File: config.mk
export PLATFORM = sky130hd
export DESIGN_NAME = modular_exponentiation
export DESIGN_NICKNAME = d
export VERILOG_FILES = /design/src/mexp_pkg.sv /design/src/modular_exponentiation.sv /design/src/mexp_mulmod.sv /design/src/mexp_ctrl.sv
export SDC_FILE = /design/constraint.sdc
export NUM_CORES = 1
export LEC_CHECK = 0
export ABC_CLOCK_PERIOD_IN_PS = 5700
export BUFFER_PORTS_ARGS = -buffer_cell sky130_fd_sc_hd__clkbuf_2
export CAP_MARGIN = 20
export CORE_ASPECT_RATIO = 0.6
export CORE_MARGIN = 5
export CORE_UTILIZATION = 55
export CTS_BUF_LIST = sky130_fd_sc_hd__clkbuf_16
export DETAILED_ROUTE_END_ITERATION = 10
export PLACE_DENSITY_LB_ADDON = 0.12
export SETUP_SLACK_MARGIN = 0.1
export SLEW_MARGIN = 25
export SYNTH_ARGS = -nofsm -noshare
export SYNTH_HDL_FRONTEND = slang
export SYNTH_SLANG_ARGS = --single-unit
File: constraint.sdc
create_clock -name clk -period 5.7 [get_ports clk]
set_input_delay 0.855 -clock clk [delete_from_list [all_inputs] [get_ports clk]]
set_output_delay 0.855 -clock clk [all_outputs]
set_load 0.005 [all_outputs]
File: src/mexp_pkg.sv
`timescale 1ns / 1ps
// ============================================================================
// mexp_pkg: shared types, constants and microcode for modular exponentiation
// Holds the operand width, the control word layout and the program ROM.
// ============================================================================
package mexp_pkg;

  localparam int OPERAND_WIDTH = 32;
  localparam int CNT_W         = (OPERAND_WIDTH > 1) ? $clog2(OPERAND_WIDTH) : 1;
  localparam int UPC_W         = 5;

  typedef logic [OPERAND_WIDTH-1:0] operand_t;
  typedef logic [UPC_W-1:0]         upc_t;

  // Jump conditions of a microinstruction
  typedef enum logic [2:0] {
    COND_NEXT,
    COND_ALWAYS,
    COND_WAIT_START,
    COND_EXP_ZERO,
    COND_MOD_ZERO,
    COND_BIT_CLR,
    COND_MUL_BUSY
  } cond_t;

  // Multiplicand select for the modular multiplier
  typedef enum logic [1:0] {
    MSEL_ONE,
    MSEL_ACC,
    MSEL_BASE
  } msel_t;

  // Writeback target of the multiplier result
  typedef enum logic [1:0] {
    WB_NONE,
    WB_BASE,
    WB_ACC
  } wb_t;

  typedef struct packed {
    cond_t cond;
    upc_t  target;
    logic  mul_go;
    msel_t msel;
    wb_t   wb;
    logic  shift_exp;
    logic  emit;
    logic  clr_acc;
  } ctrl_word_t;

  typedef struct packed {
    logic start;
    logic exp_zero;
    logic exp_bit0;
    logic mod_zero;
    logic mul_busy;
  } status_t;

  // Program addresses
  localparam upc_t UA_IDLE     = 5'd0;
  localparam upc_t UA_CHK_EXP  = 5'd1;
  localparam upc_t UA_CHK_MOD  = 5'd2;
  localparam upc_t UA_RED_GO   = 5'd3;
  localparam upc_t UA_RED_WAIT = 5'd4;
  localparam upc_t UA_RED_WB   = 5'd5;
  localparam upc_t UA_LOOP     = 5'd6;
  localparam upc_t UA_MUL_GO   = 5'd7;
  localparam upc_t UA_MUL_WAIT = 5'd8;
  localparam upc_t UA_MUL_WB   = 5'd9;
  localparam upc_t UA_SHIFT    = 5'd10;
  localparam upc_t UA_CHK_DONE = 5'd11;
  localparam upc_t UA_SQR_GO   = 5'd12;
  localparam upc_t UA_SQR_WAIT = 5'd13;
  localparam upc_t UA_SQR_WB   = 5'd14;
  localparam upc_t UA_EMIT     = 5'd15;
  localparam upc_t UA_ZERO     = 5'd16;

  localparam ctrl_word_t CW_NOP = '{
    cond: COND_NEXT, target: UA_IDLE, mul_go: 1'b0, msel: MSEL_ONE,
    wb: WB_NONE, shift_exp: 1'b0, emit: 1'b0, clr_acc: 1'b0
  };

  function automatic ctrl_word_t ucode_rom(upc_t addr);
    ctrl_word_t cw;
    cw = CW_NOP;
    unique case (addr)
      UA_IDLE: begin
        cw.cond   = COND_WAIT_START;
        cw.target = UA_IDLE;
      end
      UA_CHK_EXP: begin
        cw.cond   = COND_EXP_ZERO;
        cw.target = UA_EMIT;
      end
      UA_CHK_MOD: begin
        cw.cond   = COND_MOD_ZERO;
        cw.target = UA_ZERO;
      end
      UA_RED_GO: begin
        cw.mul_go = 1'b1;
        cw.msel   = MSEL_ONE;
      end
      UA_RED_WAIT: begin
        cw.cond   = COND_MUL_BUSY;
        cw.target = UA_RED_WAIT;
      end
      UA_RED_WB: begin
        cw.wb = WB_BASE;
      end
      UA_LOOP: begin
        cw.cond   = COND_BIT_CLR;
        cw.target = UA_SHIFT;
      end
      UA_MUL_GO: begin
        cw.mul_go = 1'b1;
        cw.msel   = MSEL_ACC;
      end
      UA_MUL_WAIT: begin
        cw.cond   = COND_MUL_BUSY;
        cw.target = UA_MUL_WAIT;
      end
      UA_MUL_WB: begin
        cw.wb = WB_ACC;
      end
      UA_SHIFT: begin
        cw.shift_exp = 1'b1;
      end
      UA_CHK_DONE: begin
        cw.cond   = COND_EXP_ZERO;
        cw.target = UA_EMIT;
      end
      UA_SQR_GO: begin
        cw.mul_go = 1'b1;
        cw.msel   = MSEL_BASE;
      end
      UA_SQR_WAIT: begin
        cw.cond   = COND_MUL_BUSY;
        cw.target = UA_SQR_WAIT;
      end
      UA_SQR_WB: begin
        cw.wb     = WB_BASE;
        cw.cond   = COND_ALWAYS;
        cw.target = UA_LOOP;
      end
      UA_EMIT: begin
        cw.emit   = 1'b1;
        cw.cond   = COND_ALWAYS;
        cw.target = UA_IDLE;
      end
      UA_ZERO: begin
        cw.clr_acc = 1'b1;
        cw.cond    = COND_ALWAYS;
        cw.target  = UA_EMIT;
      end
      default: begin
        cw.cond   = COND_ALWAYS;
        cw.target = UA_IDLE;
      end
    endcase
    return cw;
  endfunction

endpackage

File: src/modular_exponentiation.sv
`timescale 1ns / 1ps
// ============================================================================
// modular_exponentiation: base ** exponent mod modulus, square-and-multiply
// The base is first reduced mod the modulus, then each exponent bit up to the
// highest set bit takes a multiply when the bit is set and a square while bits
// remain; a zero exponent or a zero modulus goes straight to the result.
// One item at a time; busy stays high until done.
// Reset: synchronous active-high rst returns the sequencer to idle, no strobe.
// ============================================================================
module modular_exponentiation (
  input  logic        clk,
  input  logic        rst,
  input  logic        start,
  output logic        busy,
  input  logic [31:0] base_value,
  input  logic [31:0] exponent_value,
  input  logic [31:0] modulus_value,
  output logic        done,
  output logic [31:0] power_result
);

  localparam int W = mexp_pkg::OPERAND_WIDTH;

  // Datapath registers
  mexp_pkg::operand_t base;
  mexp_pkg::operand_t expo;
  mexp_pkg::operand_t modv;
  mexp_pkg::operand_t acc;

  mexp_pkg::ctrl_word_t cw;
  mexp_pkg::status_t    status;
  mexp_pkg::operand_t   mul_a;
  mexp_pkg::operand_t   mul_r;
  logic                 mul_busy;
  logic                 accept;

  assign accept = start && !busy;

  assign status.start    = start;
  assign status.exp_zero = (expo == '0);
  assign status.exp_bit0 = expo[0];
  assign status.mod_zero = (modv == '0);
  assign status.mul_busy = mul_busy;

  // Multiplicand: one for the initial reduction of the base, else acc or base
  always_comb begin
    unique case (cw.msel)
      mexp_pkg::MSEL_ONE:  mul_a = mexp_pkg::operand_t'(1);
      mexp_pkg::MSEL_ACC:  mul_a = acc;
      mexp_pkg::MSEL_BASE: mul_a = base;
      default:             mul_a = base;
    endcase
  end

  mexp_ctrl u_ctrl (
    .clk    (clk),
    .rst    (rst),
    .status (status),
    .cw     (cw),
    .busy   (busy)
  );

  // The multiplier always takes base as its serial operand
  mexp_mulmod u_mulmod (
    .clk  (clk),
    .rst  (rst),
    .go   (cw.mul_go),
    .a    (mul_a),
    .b    (base),
    .m    (modv),
    .busy (mul_busy),
    .r    (mul_r)
  );

  // Load operands on an accepted beat, then follow the microcode
  always_ff @(posedge clk) begin
    if (accept) begin
      base <= base_value[W-1:0];
      expo <= exponent_value[W-1:0];
      modv <= modulus_value[W-1:0];
      acc  <= mexp_pkg::operand_t'(1);
    end else begin
      if (cw.wb == mexp_pkg::WB_BASE) begin
        base <= mul_r;
      end
      if (cw.wb == mexp_pkg::WB_ACC) begin
        acc <= mul_r;
      end
      if (cw.clr_acc) begin
        acc <= '0;
      end
      if (cw.shift_exp) begin
        expo <= expo >> 1;
      end
    end
  end

  // Result strobe: hold for exactly one cycle
  always_ff @(posedge clk) begin
    if (rst) begin
      done <= 1'b0;
    end else begin
      done <= cw.emit;
    end
  end

  always_ff @(posedge clk) begin
    if (cw.emit) begin
      power_result <= 32'(acc);
    end
  end

endmodule

File: src/mexp_mulmod.sv
`timescale 1ns / 1ps
// ============================================================================
// mexp_mulmod: bit-serial modular multiplier
// Computes a*b mod m by interleaved shift-and-subtract, one bit of b a cycle.
// ============================================================================
module mexp_mulmod (
  input  logic               clk,
  input  logic               rst,
  input  logic               go,
  input  mexp_pkg::operand_t a,
  input  mexp_pkg::operand_t b,
  input  mexp_pkg::operand_t m,
  output logic               busy,
  output mexp_pkg::operand_t r
);

  localparam int W = mexp_pkg::OPERAND_WIDTH;

  typedef logic [mexp_pkg::CNT_W-1:0] cnt_t;

  logic [W-1:0] bsh;
  logic [W-1:0] a_hold;
  cnt_t         cnt;

  logic [W+1:0] x;
  logic [W+1:0] m1;
  logic [W+1:0] m2;
  logic [W+1:0] r_next;

  // x = 2r + a*bit stays below 3m, so one of x, x-m, x-2m is the residue
  always_comb begin
    x  = {1'b0, r, 1'b0} + (bsh[W-1] ? {2'b00, a_hold} : '0);
    m1 = {2'b00, m};
    m2 = {1'b0, m, 1'b0};
    priority if (x >= m2) begin
      r_next = x - m2;
    end else if (x >= m1) begin
      r_next = x - m1;
    end else begin
      r_next = x;
    end
  end

  always_ff @(posedge clk) begin
    if (rst) begin
      busy <= 1'b0;
    end else if (go) begin
      busy <= 1'b1;
    end else if (busy && (cnt == '0)) begin
      busy <= 1'b0;
    end
  end

  // Hold both operands from go on; the multiplicand select may move on
  always_ff @(posedge clk) begin
    if (go) begin
      r      <= '0;
      a_hold <= a;
      bsh    <= b;
      cnt    <= cnt_t'(W - 1);
    end else if (busy) begin
      r   <= r_next[W-1:0];
      bsh <= {bsh[W-2:0], 1'b0};
      cnt <= cnt - 1'b1;
    end
  end

endmodule

File: src/mexp_ctrl.sv
`timescale 1ns / 1ps
// ============================================================================
// mexp_ctrl: microcode sequencer
// Steps through the program ROM and takes conditional jumps on datapath status.
// ============================================================================
module mexp_ctrl (
  input  logic                 clk,
  input  logic                 rst,
  input  mexp_pkg::status_t    status,
  output mexp_pkg::ctrl_word_t cw,
  output logic                 busy
);

  mexp_pkg::upc_t upc;
  mexp_pkg::upc_t upc_next;
  logic           taken;

  assign cw   = mexp_pkg::ucode_rom(upc);
  assign busy = (upc != mexp_pkg::UA_IDLE);

  always_comb begin
    unique case (cw.cond)
      mexp_pkg::COND_NEXT:       taken = 1'b0;
      mexp_pkg::COND_ALWAYS:     taken = 1'b1;
      mexp_pkg::COND_WAIT_START: taken = !status.start;
      mexp_pkg::COND_EXP_ZERO:   taken = status.exp_zero;
      mexp_pkg::COND_MOD_ZERO:   taken = status.mod_zero;
      mexp_pkg::COND_BIT_CLR:    taken = !status.exp_bit0;
      mexp_pkg::COND_MUL_BUSY:   taken = status.mul_busy;
      default:                   taken = 1'b1;
    endcase
    upc_next = taken ? cw.target : upc + 1'b1;
  end

  always_ff @(posedge clk) begin
    if (rst) begin
      upc <= mexp_pkg::UA_IDLE;
    end else begin
      upc <= upc_next;
    end
  end

endmodule
== Yosys cells after proc, flatten, opt, wreduce, memory -nomap -nowiden ==
Cells that the tools add are included.
Cells by class
  add/sub/neg operators: 5
  $mul: 0
  div/mod/pow operators: 0
  $lt $le $gt $ge: 2
  eq/ne operators: 24
  shift-type cells: 0
  multiplexer cells: 22
  bitwise operators: 0
  reduce and logical (&&, ||, !) cells: 21
Operator list (count)
  $mux W32: 9
  $pmux W8 S10: 1
  $logic_not A32 Y1: 2
  $pmux W32 S2: 1
  $sub A32 B32 Y32: 2
  $eq A5 B4 Y1 const B: 8
  $add A33 B32 Y34: 1
  $ge A34 B32 Y1: 1
  $ge A34 B33 Y1: 1
  $eq A5 B3 Y1 const B: 4
  $eq A5 B2 Y1 const B: 2
  $logic_not A5 Y1: 2
  $reduce_bool A2 Y1: 5
  $eq A3 B3 Y1 const B: 3
  $pmux W3 S3: 1
  $mux W1: 7
  $eq A3 B2 Y1 const B: 2
  $pmux W1 S6: 1
  $reduce_or A2 Y1: 3
  $reduce_or A6 Y1: 1
  $add A5 B1 Y5 const B: 1
  $eq A5 B1 Y1 const B: 1
  $eq A5 B5 Y1 const B: 1
  $mux W5: 1
  9 further kinds: 13
Word-level totals
  register bits: 268
  latch bits: 0
  bits in writable memories: 0
  ROM bits: 0
  input port bits: 99
  output and inout port bits: 34
  logic and storage cells: 87
  memories: 0

== Depth between registers and ports, before layout ==
Gate-level depths: netlist of run 1.
  word-level depth: 6
  mapped depth: 28
  depth with buffers taken out: 25

== Hierarchy ==
Synthesis of run 1 repeated with hierarchy kept, for this count alone.
Second synthesis, totals
  cell total of the unflattened synthesis: 1762
  area total of the unflattened synthesis: 16479.6 um2
Modules (own cells, without submodules)
  mexp_mulmod: instances 1, cells each 1054, area each 9278.9 um2, seq. area each 2682.6 um2
  modular_exponentiation: instances 1, cells each 607, area each 6449.9 um2, seq. area each 4504.3 um2
  mexp_ctrl: instances 1, cells each 101, area each 750.7 um2, seq. area each 100.1 um2

== Worst setup path after synthesis of run 1 ==
OpenSTA, ideal clock, no wires.
  kind: flip-flop to flip-flop
  start point: reg u_mulmod.bsh[31]
  end point: reg u_mulmod.r[1]
  library setup time: 0.128 ns
  arrival: 5.123 ns
  data required time: 5.572 ns
  setup slack: 0.449 ns
  stages on the path, launching flop included: 26
  path buffers: 3
  clock period less this slack: 5.251 ns
  cells stage by stage: edfxtp_1 -> clkbuf_1 -> nand2_1 -> fa_1 -> nor2b_1 -> o31a_1 -> o21ai_0 -> o21ai_0 -> nand2_1 -> a21oi_1 -> a31oi_1 -> xnor2_1 -> ha_1 -> clkbuf_1 -> a21oi_1 -> o21bai_1 -> a2111oi_0 -> nor3_1 -> nor2_1 -> a21oi_1 -> a221o_1 -> nor2_4 -> buf_6 -> mux2_1 -> o21ai_1 -> o31ai_1
On the way
  word-level cells in the longest chain between the ends: 5
  elaborated cells on any way between the ends: 8
  those cells by class: add/sub (3); order compare (2); mux (3)
Ends and longest elaborated chain
  from (decl): RTL line mexp_mulmod.sv:21  | logic [W-1:0] bsh;
  from (signal assigned): RTL line mexp_mulmod.sv:63  | bsh <= {bsh[W-2:0], 1'b0};
  $mux W32 (*): RTL line mexp_mulmod.sv:32  | x = {1'b0, r, 1'b0} + (bsh[W-1] ? {2'b00, a_hold} : '0);
  $add A33 B32 Y34 (*): RTL line mexp_mulmod.sv:32
  $sub A32 B32 Y32 or $ge A34 B32 Y1 (tied branches): RTL line mexp_mulmod.sv:38, mexp_mulmod.sv:37
  $mux W32: RTL line mexp_mulmod.sv:37  | end else if (x >= m1) begin
  $mux W32 (*): RTL line mexp_mulmod.sv:35  | priority if (x >= m2) begin
  to (signal assigned): RTL line mexp_mulmod.sv:62  | r <= r_next[W-1:0];
  to (decl): RTL line mexp_mulmod.sv:14  | output mexp_pkg::operand_t r
Every way passes the cells marked *; elsewhere a longest branch is shown, timed or not.
A chain may end at the register's enable or synchronous reset.

== Final worst setup path of run 1 ==
  start point: reg u_mulmod.bsh[31]
  end point: reg u_mulmod.r[31]
The elaborated chain is that of the path after synthesis.

==> reports/summary.log, run 1 <==
INFO  cts            insertion_delay=0.54ns
INFO  sta            finalMaxSlewViolations=0
INFO  final_layout   fillCellCount=2428
INFO  logic_synthesis synth_fp_nets=1948
INFO  detailed_routing route.detailed.wl_per_inst=20.9um
INFO  worst_setup_path worst-setup-path-type=flip-flop to flip-flop
INFO  floorplan      die-height=142um
INFO  worst_setup_path cp.arrival=5.83ns
INFO  placed_design  detailedPlace.worstSlack=-0.0221ns
INFO  logic_synthesis synthFlopType=sky130_fd_sc_hd__edfxtp_1
INFO  cts            cell_at_the_root_of_the_clock_tree=sky130_fd_sc_hd__clkbuf_16
INFO  detailed_routing drt_pre_antenna_iters=5
INFO  sta            grt_setup_unrepaired=true
INFO  floorplan      io_pins=133
INFO  logic_synthesis syn_area_per_cell=9.16um2
INFO  worst_setup_path r2r-start=u_mulmod.bsh[31]$_DFFE_PP_
INFO  power          swShare=45.6%
INFO  power          clockPowerShare=14.5%
INFO  global_routing grt_start_max_net_pins=67
INFO  sta            final.setup_skew=0.0102ns
INFO  floorplan      die_width=230um
INFO  power          total_switching_power=5850uW
INFO  logic_synthesis ys_warn_count=0
INFO  min_path       hp-class=flip-flop to flip-flop
INFO  detailed_routing routed-via-count=13879
INFO  detailed_routing detail-route-antenna-nets=0
INFO  final_layout   drive_gt1_share=16.1%
INFO  final_layout   layout.nets=2110
INFO  global_routing grt_pass1_wl=73000um
INFO  sta            hold_viol=0
INFO  cts            postCtsHoldBufs=0
INFO  cts            htreeDepth=1
INFO  worst_setup_path cp_data_required_time=6.13ns
INFO  min_path       hold_startpoint=acc[15]$_SDFFE_PP0P_
INFO  cts            cts_tree=done
INFO  sta            worst_slew_margin_rel=33.4%
INFO  final_layout   final_cells=2302
INFO  worst_setup_path startpoint_type=flip-flop
INFO  worst_setup_path termination_of_the_worst_setup_path=u_mulmod.r[31]$_SDFFE_PN0P_
INFO  cts            cts.reportedPaths.clkPinSlew=0.07ns
INFO  floorplan      core=0.0287mm2
INFO  cts            cts.sink_count=268
INFO  placed_design  post-place-cells=2247
INFO  final_layout   syn_to_final_growth=16.6%
INFO  worst_setup_path crit_path_frequent_cell=sky130_fd_sc_hd__buf_4
INFO  power          internal_power=6980uW
INFO  worst_setup_path setup.worst_path.end_class=flip-flop
INFO  worst_setup_path cpMaxStageDelayCell=sky130_fd_sc_hd__ha_2
INFO  cts            cts-buffers-inserted=26
INFO  worst_setup_path critPathMaxStageDelay=0.44ns
INFO  cts            cts-root-to-sink-buffers=3
INFO  logic_synthesis yosysSeqAreaShare=45.6%
INFO  power          power-per-cell-area=689mW/mm2
INFO  sta            maxClockFrequency=0.185GHz
INFO  final_layout   final_util=64.9%
INFO  placed_design  detailedPlacementHpwl=35200um
INFO  logic_synthesis synth_enable_flop_cells=192
INFO  floorplan      row_count=48
INFO  final_layout   insertedDiodeCount=0
INFO  flow_run       drv_cap=0
INFO  power          report.power.total=12800uW
INFO  logic_synthesis synth-seq-cells=268
INFO  floorplan      design.die.area=0.0327mm2
INFO  power          sequentialPowerShare=25.0%
INFO  power          vdd.ir_drop.worst=0.000381V
INFO  detailed_routing route.final.wire_length=48200um
INFO  worst_setup_path r2r_cells=25
INFO  sta            timing.final.setup_violations=0
INFO  sta            fin_worst_setup_slack=0.300ns
INFO  logic_synthesis ys_types=71
INFO  logic_synthesis post_synth_inst_count=1745
INFO  detailed_routing drt-initial-drc-count=1364
INFO  worst_setup_path timing.reg2reg.setup_slack=0.30ns
INFO  power          p_leak=0.00802uW
INFO  worst_setup_path origin_of_the_worst_setup_path=u_mulmod.bsh[31]$_DFFE_PP_
INFO  floorplan      start_util=55.7%
INFO  global_routing gr-usage-all-layers=28.2%
INFO  worst_setup_path timing.critical_path.fanout_max=6
INFO  detailed_routing drc=0
INFO  sta            tightest_pin_transition=0.997ns
INFO  status         status=completed
INFO  logic_synthesis async_reset_ff_share=0%
INFO  global_routing grt_pass1_vias=12827
INFO  global_routing antenna_found_initial=0
INFO  power          p_comb_share=60.5%
INFO  placed_design  port_buffers=132
INFO  placed_design  globalplace.congestion=0.971
INFO  detailed_routing via_per_inst=6.03
INFO  final_layout   area_taken_by_flip_flops_and_latches=0.00729mm2
INFO  final_layout   multi_input_area=0.00843mm2
INFO  sta            final_min_period_over_clock_period=94.7%
INFO  sta            period_minus_ws_final=5.40ns
INFO  logic_synthesis mappedNetlistArea=0.0160mm2
INFO  global_routing gr-total-overflow=0
INFO  worst_setup_path endpoint_of_the_most_critical_register_to_register_path=u_mulmod.r[31]$_SDFFE_PN0P_
==> final cells by class <==
cell class / count / share of cell area (%)
clock inverters: 21 / 1.26
well taps: 375 / 2.52
repair buffers: 204 / 6.76
flip-flops and latches: 268 / 39.1
clock buffers: 27 / 3.63
multi-input cells: 1336 / 45.3
inverters: 71 / 1.44
==> metal layers <==
layer | GRT usage (%) | wire, um | vias to the layer above
li1 | - | - | 6619
met1 | 44.1 | 22500 | 6565
met2 | 40.3 | 19900 | 645
met3 | 6.74 | 4990 | 48
met4 | 4.62 | 698 | 2
met5 | 1.42 | 55 | -
==> logic make-up (layout without fill, tap and decap cells) <==
family	count (synthesis)	after routing	synth area share [%]
xor gates and xnor gates	86	86	4.71
adders and majority gates	104	104	8.28
AOI/OAI and AO/OA	454	454	18.0
and+or+nand+nor	669	669	18.4
DFF	268	268	45.6
buffers and inverters	141	323	3.47
muxes	23	23	1.50
==> power groups by stage <==
stage | Combinational, uW | Sequential [uW] | Clock [uW]
2_1_floorplan | 5210 | 3060 | 0
3_3_place_gp | 7160 | 3230 | 0
3_5_place_dp | 7230 | 3240 | 0
4_1_cts | 7300 | 3200 | 1880
5_1_grt | 8460 | 3260 | 1960
6_report | 7770 | 3210 | 1860
==> synthesized netlist by cell type, types with 5 or more instances <==
cell type                    n  share of area [%]
sky130_fd_sc_hd__a211oi_1   20               0.94
sky130_fd_sc_hd__a21o_1     43                2.0
sky130_fd_sc_hd__a21oi_1   151                4.7
sky130_fd_sc_hd__a22o_1     33                1.8
sky130_fd_sc_hd__a31o_1      5               0.27
sky130_fd_sc_hd__a31oi_1    15               0.59
sky130_fd_sc_hd__and2_1     36                1.4
sky130_fd_sc_hd__and3_1     10               0.39
sky130_fd_sc_hd__and4_1      6               0.33
sky130_fd_sc_hd__clkbuf_1   61                1.4
sky130_fd_sc_hd__dfxtp_1    76                9.5
sky130_fd_sc_hd__edfxtp_1  192                 36
sky130_fd_sc_hd__ha_1      101                7.9
sky130_fd_sc_hd__inv_1      69                1.6
sky130_fd_sc_hd__mux2_1      6               0.42
sky130_fd_sc_hd__mux2i_1    15               0.94
sky130_fd_sc_hd__nand2_1   412                9.7
sky130_fd_sc_hd__nand2b_1   10               0.39
sky130_fd_sc_hd__nand3_1    30               0.94
sky130_fd_sc_hd__nand4_1    25               0.98
sky130_fd_sc_hd__nor2_1     68                1.6
sky130_fd_sc_hd__nor2b_1    14               0.55
sky130_fd_sc_hd__nor3_1     24               0.75
sky130_fd_sc_hd__nor4_1     21               0.82
sky130_fd_sc_hd__o211ai_1    5               0.23
sky130_fd_sc_hd__o21a_1     15               0.70
sky130_fd_sc_hd__o21ai_0    89                2.8
sky130_fd_sc_hd__o21ai_1    11               0.34
sky130_fd_sc_hd__o21bai_1   11               0.52
sky130_fd_sc_hd__o31ai_1     8               0.38
sky130_fd_sc_hd__o41ai_1     5               0.27
sky130_fd_sc_hd__xnor2_1    57                3.1
sky130_fd_sc_hd__xor2_1     29                1.6
==> timing repair <==
action / in CTS / in global routing
gates resized for setup: 7 / 52
pin swaps: 1 / 23
setup buffers: 1 / 5
gates cloned: 0 / 1
endpoints found under the setup margin: 12 / 32
==> worst max-delay path, delay by kind of cell, from the launching register on <==
kind / cells / cell delay [ns]
DFF: 1 / 0.43
xor gates and xnor gates: 2 / 0.33
buffers and inverters: 5 / 0.71
adders and majority gates: 2 / 0.74
AOI/OAI and AO/OA: 12 / 2.32
and+or+nand+nor: 4 / 0.76
==> flip-flops by register name, indices dropped and copies added (netlist names) <==
register and cells:
u_mulmod.r 32, u_mulmod.bsh 32, base 32, u_mulmod.a_hold 32, expo 32, u_mulmod.cnt 5, acc 32, u_mulmod.busy 1
power_result 32, done 1, u_ctrl.upc 5, modv 32
==> how the worst min path moves through the flow <==
stage,endpoint,slack (ns),cells after the start
finish,power_result[15]$_DFFE_PP_,0.46,0
detailed placement,power_result[15]$_DFFE_PP_,0.45,0
floorplan,power_result[0]$_DFFE_PP_,0.43,0
global placement,power_result[19]$_DFFE_PP_,0.45,0
CTS,modv[7]$_DFFE_PP_,0.46,1
global route,modv[19]$_DFFE_PP_,0.47,1
==> layout by cell type (no fill, tap or decap), types with 10 or more instances in the layout <==
cell type                   synthesis  final
sky130_fd_sc_hd__nand2b_1          10     10
sky130_fd_sc_hd__xor2_1            29     27
sky130_fd_sc_hd__nand2_1          412    412
sky130_fd_sc_hd__xnor2_1           57     54
sky130_fd_sc_hd__o21bai_1          11     11
sky130_fd_sc_hd__nor2_1            68     63
sky130_fd_sc_hd__a21o_1            43     43
sky130_fd_sc_hd__nand4_1           25     25
sky130_fd_sc_hd__nor2b_1           14     12
sky130_fd_sc_hd__a31oi_1           15     14
sky130_fd_sc_hd__inv_1             69     72
sky130_fd_sc_hd__buf_4              2     67
sky130_fd_sc_hd__edfxtp_1         192    192
sky130_fd_sc_hd__a21oi_2            0     10
sky130_fd_sc_hd__and2_1            36     36
sky130_fd_sc_hd__ha_1             101     95
sky130_fd_sc_hd__and3_1            10     10
sky130_fd_sc_hd__nand3_1           30     28
sky130_fd_sc_hd__clkbuf_16          0     28
sky130_fd_sc_hd__nor4_1            21     20
sky130_fd_sc_hd__a211oi_1          20     16
sky130_fd_sc_hd__nor3_1            24     22
sky130_fd_sc_hd__mux2i_1           15     15
sky130_fd_sc_hd__a22o_1            33     33
sky130_fd_sc_hd__o21ai_0           89     79
sky130_fd_sc_hd__o21a_1            15     15
sky130_fd_sc_hd__clkbuf_2           0    132
sky130_fd_sc_hd__a21oi_1          151    140
sky130_fd_sc_hd__o21ai_1           11     15
sky130_fd_sc_hd__dfxtp_1           76     76
==> metrics by stage <==
stage	hold slack [ns]	instance area, um2	TNS [ns]
floorplan	0.429	16000	0
global placement	0.447	17400	-0.177
detailed placement	0.447	17400	-0.0221
CTS	0.460	18300	0
global route	0.468	18600	-0.279
finish	0.464	18600	0
(Power assumes the default switching activity.)
==> inputs of run 2 (changes only) <==
Settings changed: CORE_UTILIZATION 55 to 58.
==> run 2 against run 1 <==
Effect of this change:
- final cell count shrank 0.91%
- largest cell class unchanged
- fmax fell by 0.41%
- combinational power rose by 0.9%
- sequential share of layout area is 0.22 points higher
- clock power down 9%
- worst setup slack worse by 0.022 ns
- critical path type unchanged
- non-clock buffer count decreased by 13
==> reports/summary.log, run 2 (synthesized netlist as in run 1, its figures left out) <==
INFO  worst_setup_path startpoint_type=flip-flop
INFO  cts            insertion_delay=0.54ns
INFO  global_routing grt_start_max_net_pins=67
INFO  sta            hold_viol=0
INFO  sta            fin_hold_ws=0.462ns
INFO  placed_design  globalplace.congestion=0.985
INFO  sta            finalSetupTns=0ns
INFO  final_layout   layout.cells.most_common=sky130_fd_sc_hd__nand2_1
INFO  sta            period_minus_ws_final=5.42ns
INFO  cts            htreeDepth=1
INFO  floorplan      die_width=224um
INFO  power          p_leak=0.00793uW
INFO  detailed_routing drc=0
INFO  final_layout   insertedDiodeCount=0
INFO  worst_setup_path cp.arrival=5.85ns
INFO  detailed_routing detail-route-antenna-nets=0
INFO  detailed_routing drt-initial-drc-count=1881
INFO  min_path       hp-class=flip-flop to flip-flop
INFO  power          power-per-cell-area=689mW/mm2
INFO  global_routing antenna_found_initial=0
INFO  final_layout   final_cells=2281
INFO  cts            cts.reportedPaths.clkPinSlew=0.07ns
INFO  sta            timing.final.setup_violations=0
INFO  sta            maxClockFrequency=0.184GHz
INFO  min_path       holdPathEnd=power_result[17]$_DFFE_PP_
INFO  floorplan      die-height=139um
INFO  floorplan      design.die.area=0.0311mm2
INFO  worst_setup_path r2r_cells=23
INFO  sta            final.setup_skew=0.0117ns
INFO  power          vdd.ir_drop.worst=0.000476V
INFO  status         status=completed
INFO  sta            tightest_pin_transition=1.02ns
INFO  sta            final_min_period_over_clock_period=95.1%
INFO  final_layout   syn_to_final_growth=15.9%
INFO  global_routing grt_pass1_wl=72700um
INFO  worst_setup_path timing.reg2reg.setup_slack=0.28ns
INFO  min_path       hold_path_depth=0
INFO  cts            cts_tree=done
INFO  placed_design  port_buffers=132
INFO  detailed_routing route.final.wire_length=47800um
INFO  placed_design  post-place-cells=2220
INFO  worst_setup_path path_buf_inv=2
INFO  detailed_routing routed-via-count=13992
INFO  min_path       hold_startpoint=acc[17]$_SDFFE_PP0P_
INFO  worst_setup_path cp_data_required_time=6.13ns
INFO  global_routing gr-usage-all-layers=29.1%
INFO  final_layout   mostFrequentLayoutCells=sky130_fd_sc_hd__nand2_1, sky130_fd_sc_hd__edfxtp_1, sky130_fd_sc_hd__a21oi_1
INFO  worst_setup_path worst-setup-path-type=flip-flop to flip-flop
INFO  cts            cts.sink_count=268
INFO  final_layout   layout.nets=2097
INFO  flow_run       drv_cap=0
INFO  cts            cell_at_the_root_of_the_clock_tree=sky130_fd_sc_hd__clkbuf_16
INFO  floorplan      row_count=47
INFO  global_routing gr-total-overflow=0
INFO  worst_setup_path r2r-start=u_mulmod.bsh[31]$_DFFE_PP_
INFO  floorplan      core=0.0273mm2
INFO  worst_setup_path critical_path.top_delay_family=compound AO/OA/AOI/OAI gates
INFO  detailed_routing route.detailed.wl_per_inst=20.9um
INFO  worst_setup_path cp_cell_sequence=buf_4 > buf_4 > and2_1 > ha_1 > nand4_1 > nand2b_1 > a211o_1 > and3_1 > o21a_1 > o21ai_0 > a21oi_1 > xnor2_2 > ha_4 > or3_1 > o21ai_0 > a21oi_2 > a31oi_2 > nand2_1 > a311o_1 > nand2_1 > o2bb2ai_1 > and2_0 > a311o_1
INFO  placed_design  detailedPlacementHpwl=34500um
INFO  detailed_routing via_per_inst=6.13
INFO  cts            cts-root-to-sink-buffers=3
INFO  worst_setup_path critPathMaxStageDelay=0.38ns
INFO  worst_setup_path setup.worst_path.end_class=flip-flop
INFO  floorplan      io_pins=133
INFO  sta            worst_slew_margin_rel=31.6%
INFO  floorplan      start_util=58.4%
INFO  worst_setup_path cpMaxStageDelayCell=sky130_fd_sc_hd__edfxtp_1
INFO  final_layout   drive_gt1_share=15.8%
INFO  global_routing grt_pass1_vias=12745
INFO  cts            cts-buffers-inserted=26
INFO  cts            postCtsHoldBufs=0
INFO  worst_setup_path timing.critical_path.fanout_max=17
INFO  detailed_routing drt_pre_antenna_iters=5
INFO  sta            grt_setup_unrepaired=false
INFO  sta            finalMaxSlewViolations=0
INFO  worst_setup_path endpoint_of_the_most_critical_register_to_register_path=u_mulmod.r[22]$_SDFFE_PN0P_
[run 2: cell count changes in the layout (fill, tap and decap cells not counted), moves of 3 or more]
| cell | before | now |
|---|---|---|
| sky130_fd_sc_hd__buf_4 | 67 | 54 |
| sky130_fd_sc_hd__ha_1 | 95 | 88 |
| sky130_fd_sc_hd__inv_1 | 72 | 77 |
| sky130_fd_sc_hd__ha_4 | 1 | 5 |
| sky130_fd_sc_hd__bufinv_16 | 5 | 2 |
| sky130_fd_sc_hd__ha_2 | 5 | 8 |
[run 2: what timing repair did]
| action | CTS | global route |
|---|---|---|
| pin swaps | 2 | 15 |
| gates cloned | 0 | 2 |
| gates resized for setup | 11 | 63 |
| buffers inserted | 1 | 10 |
| setup endpoints to repair | 32 | 32 |
[run 2: worst reg2reg max path: cells and delay by family, from the launching register on]
family	cells	cell delay, ns
compound gates	10	2.09
simple gates	8	1.50
fa+ha+maj	2	0.64
buf+inv	2	0.39
flops	1	0.38
xor+xnor	1	0.32
[run 2: worst max path at each step]
stage | from | to | cells past startpoint
after floorplan | u_mulmod.bsh[31]$_DFFE_PP_ | u_mulmod.r[1]$_SDFFE_PN0P_ | 25
after CTS | u_mulmod.bsh[31]$_DFFE_PP_ | u_mulmod.r[11]$_SDFFE_PN0P_ | 25
final | u_mulmod.bsh[31]$_DFFE_PP_ | u_mulmod.r[22]$_SDFFE_PN0P_ | 23
after detailed placement | u_mulmod.bsh[31]$_DFFE_PP_ | u_mulmod.r[29]$_SDFFE_PN0P_ | 25
after global placement | u_mulmod.bsh[31]$_DFFE_PP_ | u_mulmod.r[29]$_SDFFE_PN0P_ | 25
after global routing | u_mulmod.bsh[31]$_DFFE_PP_ | u_mulmod.r[22]$_SDFFE_PN0P_ | 23
[run 2: layer usage]
metal / wire length [um] / track usage [%]
met1: 22900 / 47.7
met2: 19400 / 40.7
met3: 4750 / 5.12
met4: 777 / 5.00
met5: 0 / 0
[run 2: metrics by stage]
stage | total power (uW) | setup WS (ns) | util [%] | cell area, um2
2_1_floorplan | 8280 | 0.449 | - | 16000
3_3_place_gp | 10300 | -0.172 | 63.1 | 17200
3_5_place_dp | 10300 | -0.243 | 63.1 | 17300
4_1_cts | 12100 | 0.100 | 66.2 | 18100
5_1_grt | 13600 | 0.0630 | 67.7 | 18500
6_report | 12800 | 0.278 | 67.7 | 18500
[run 2: area by class of cell]
cell class / instances / area (um2)
multi-input combinational: 1336 / 8510
clock inverter: 21 / 144
inverter: 71 / 268
tap: 367 / 459
fill: 2261 / 8820
timing repair buffer: 191 / 1180
sequential: 268 / 7290
clock buffer: 27 / 676
[run 2: where the power goes]
group / leakage (uW) / switching (uW) / internal [uW]
Sequential: 0.00240 / 418 / 2790
Combinational: 0.00509 / 4730 / 3120
Clock: 0.000437 / 756 / 944
Total: 0.00793 / 5900 / 6850
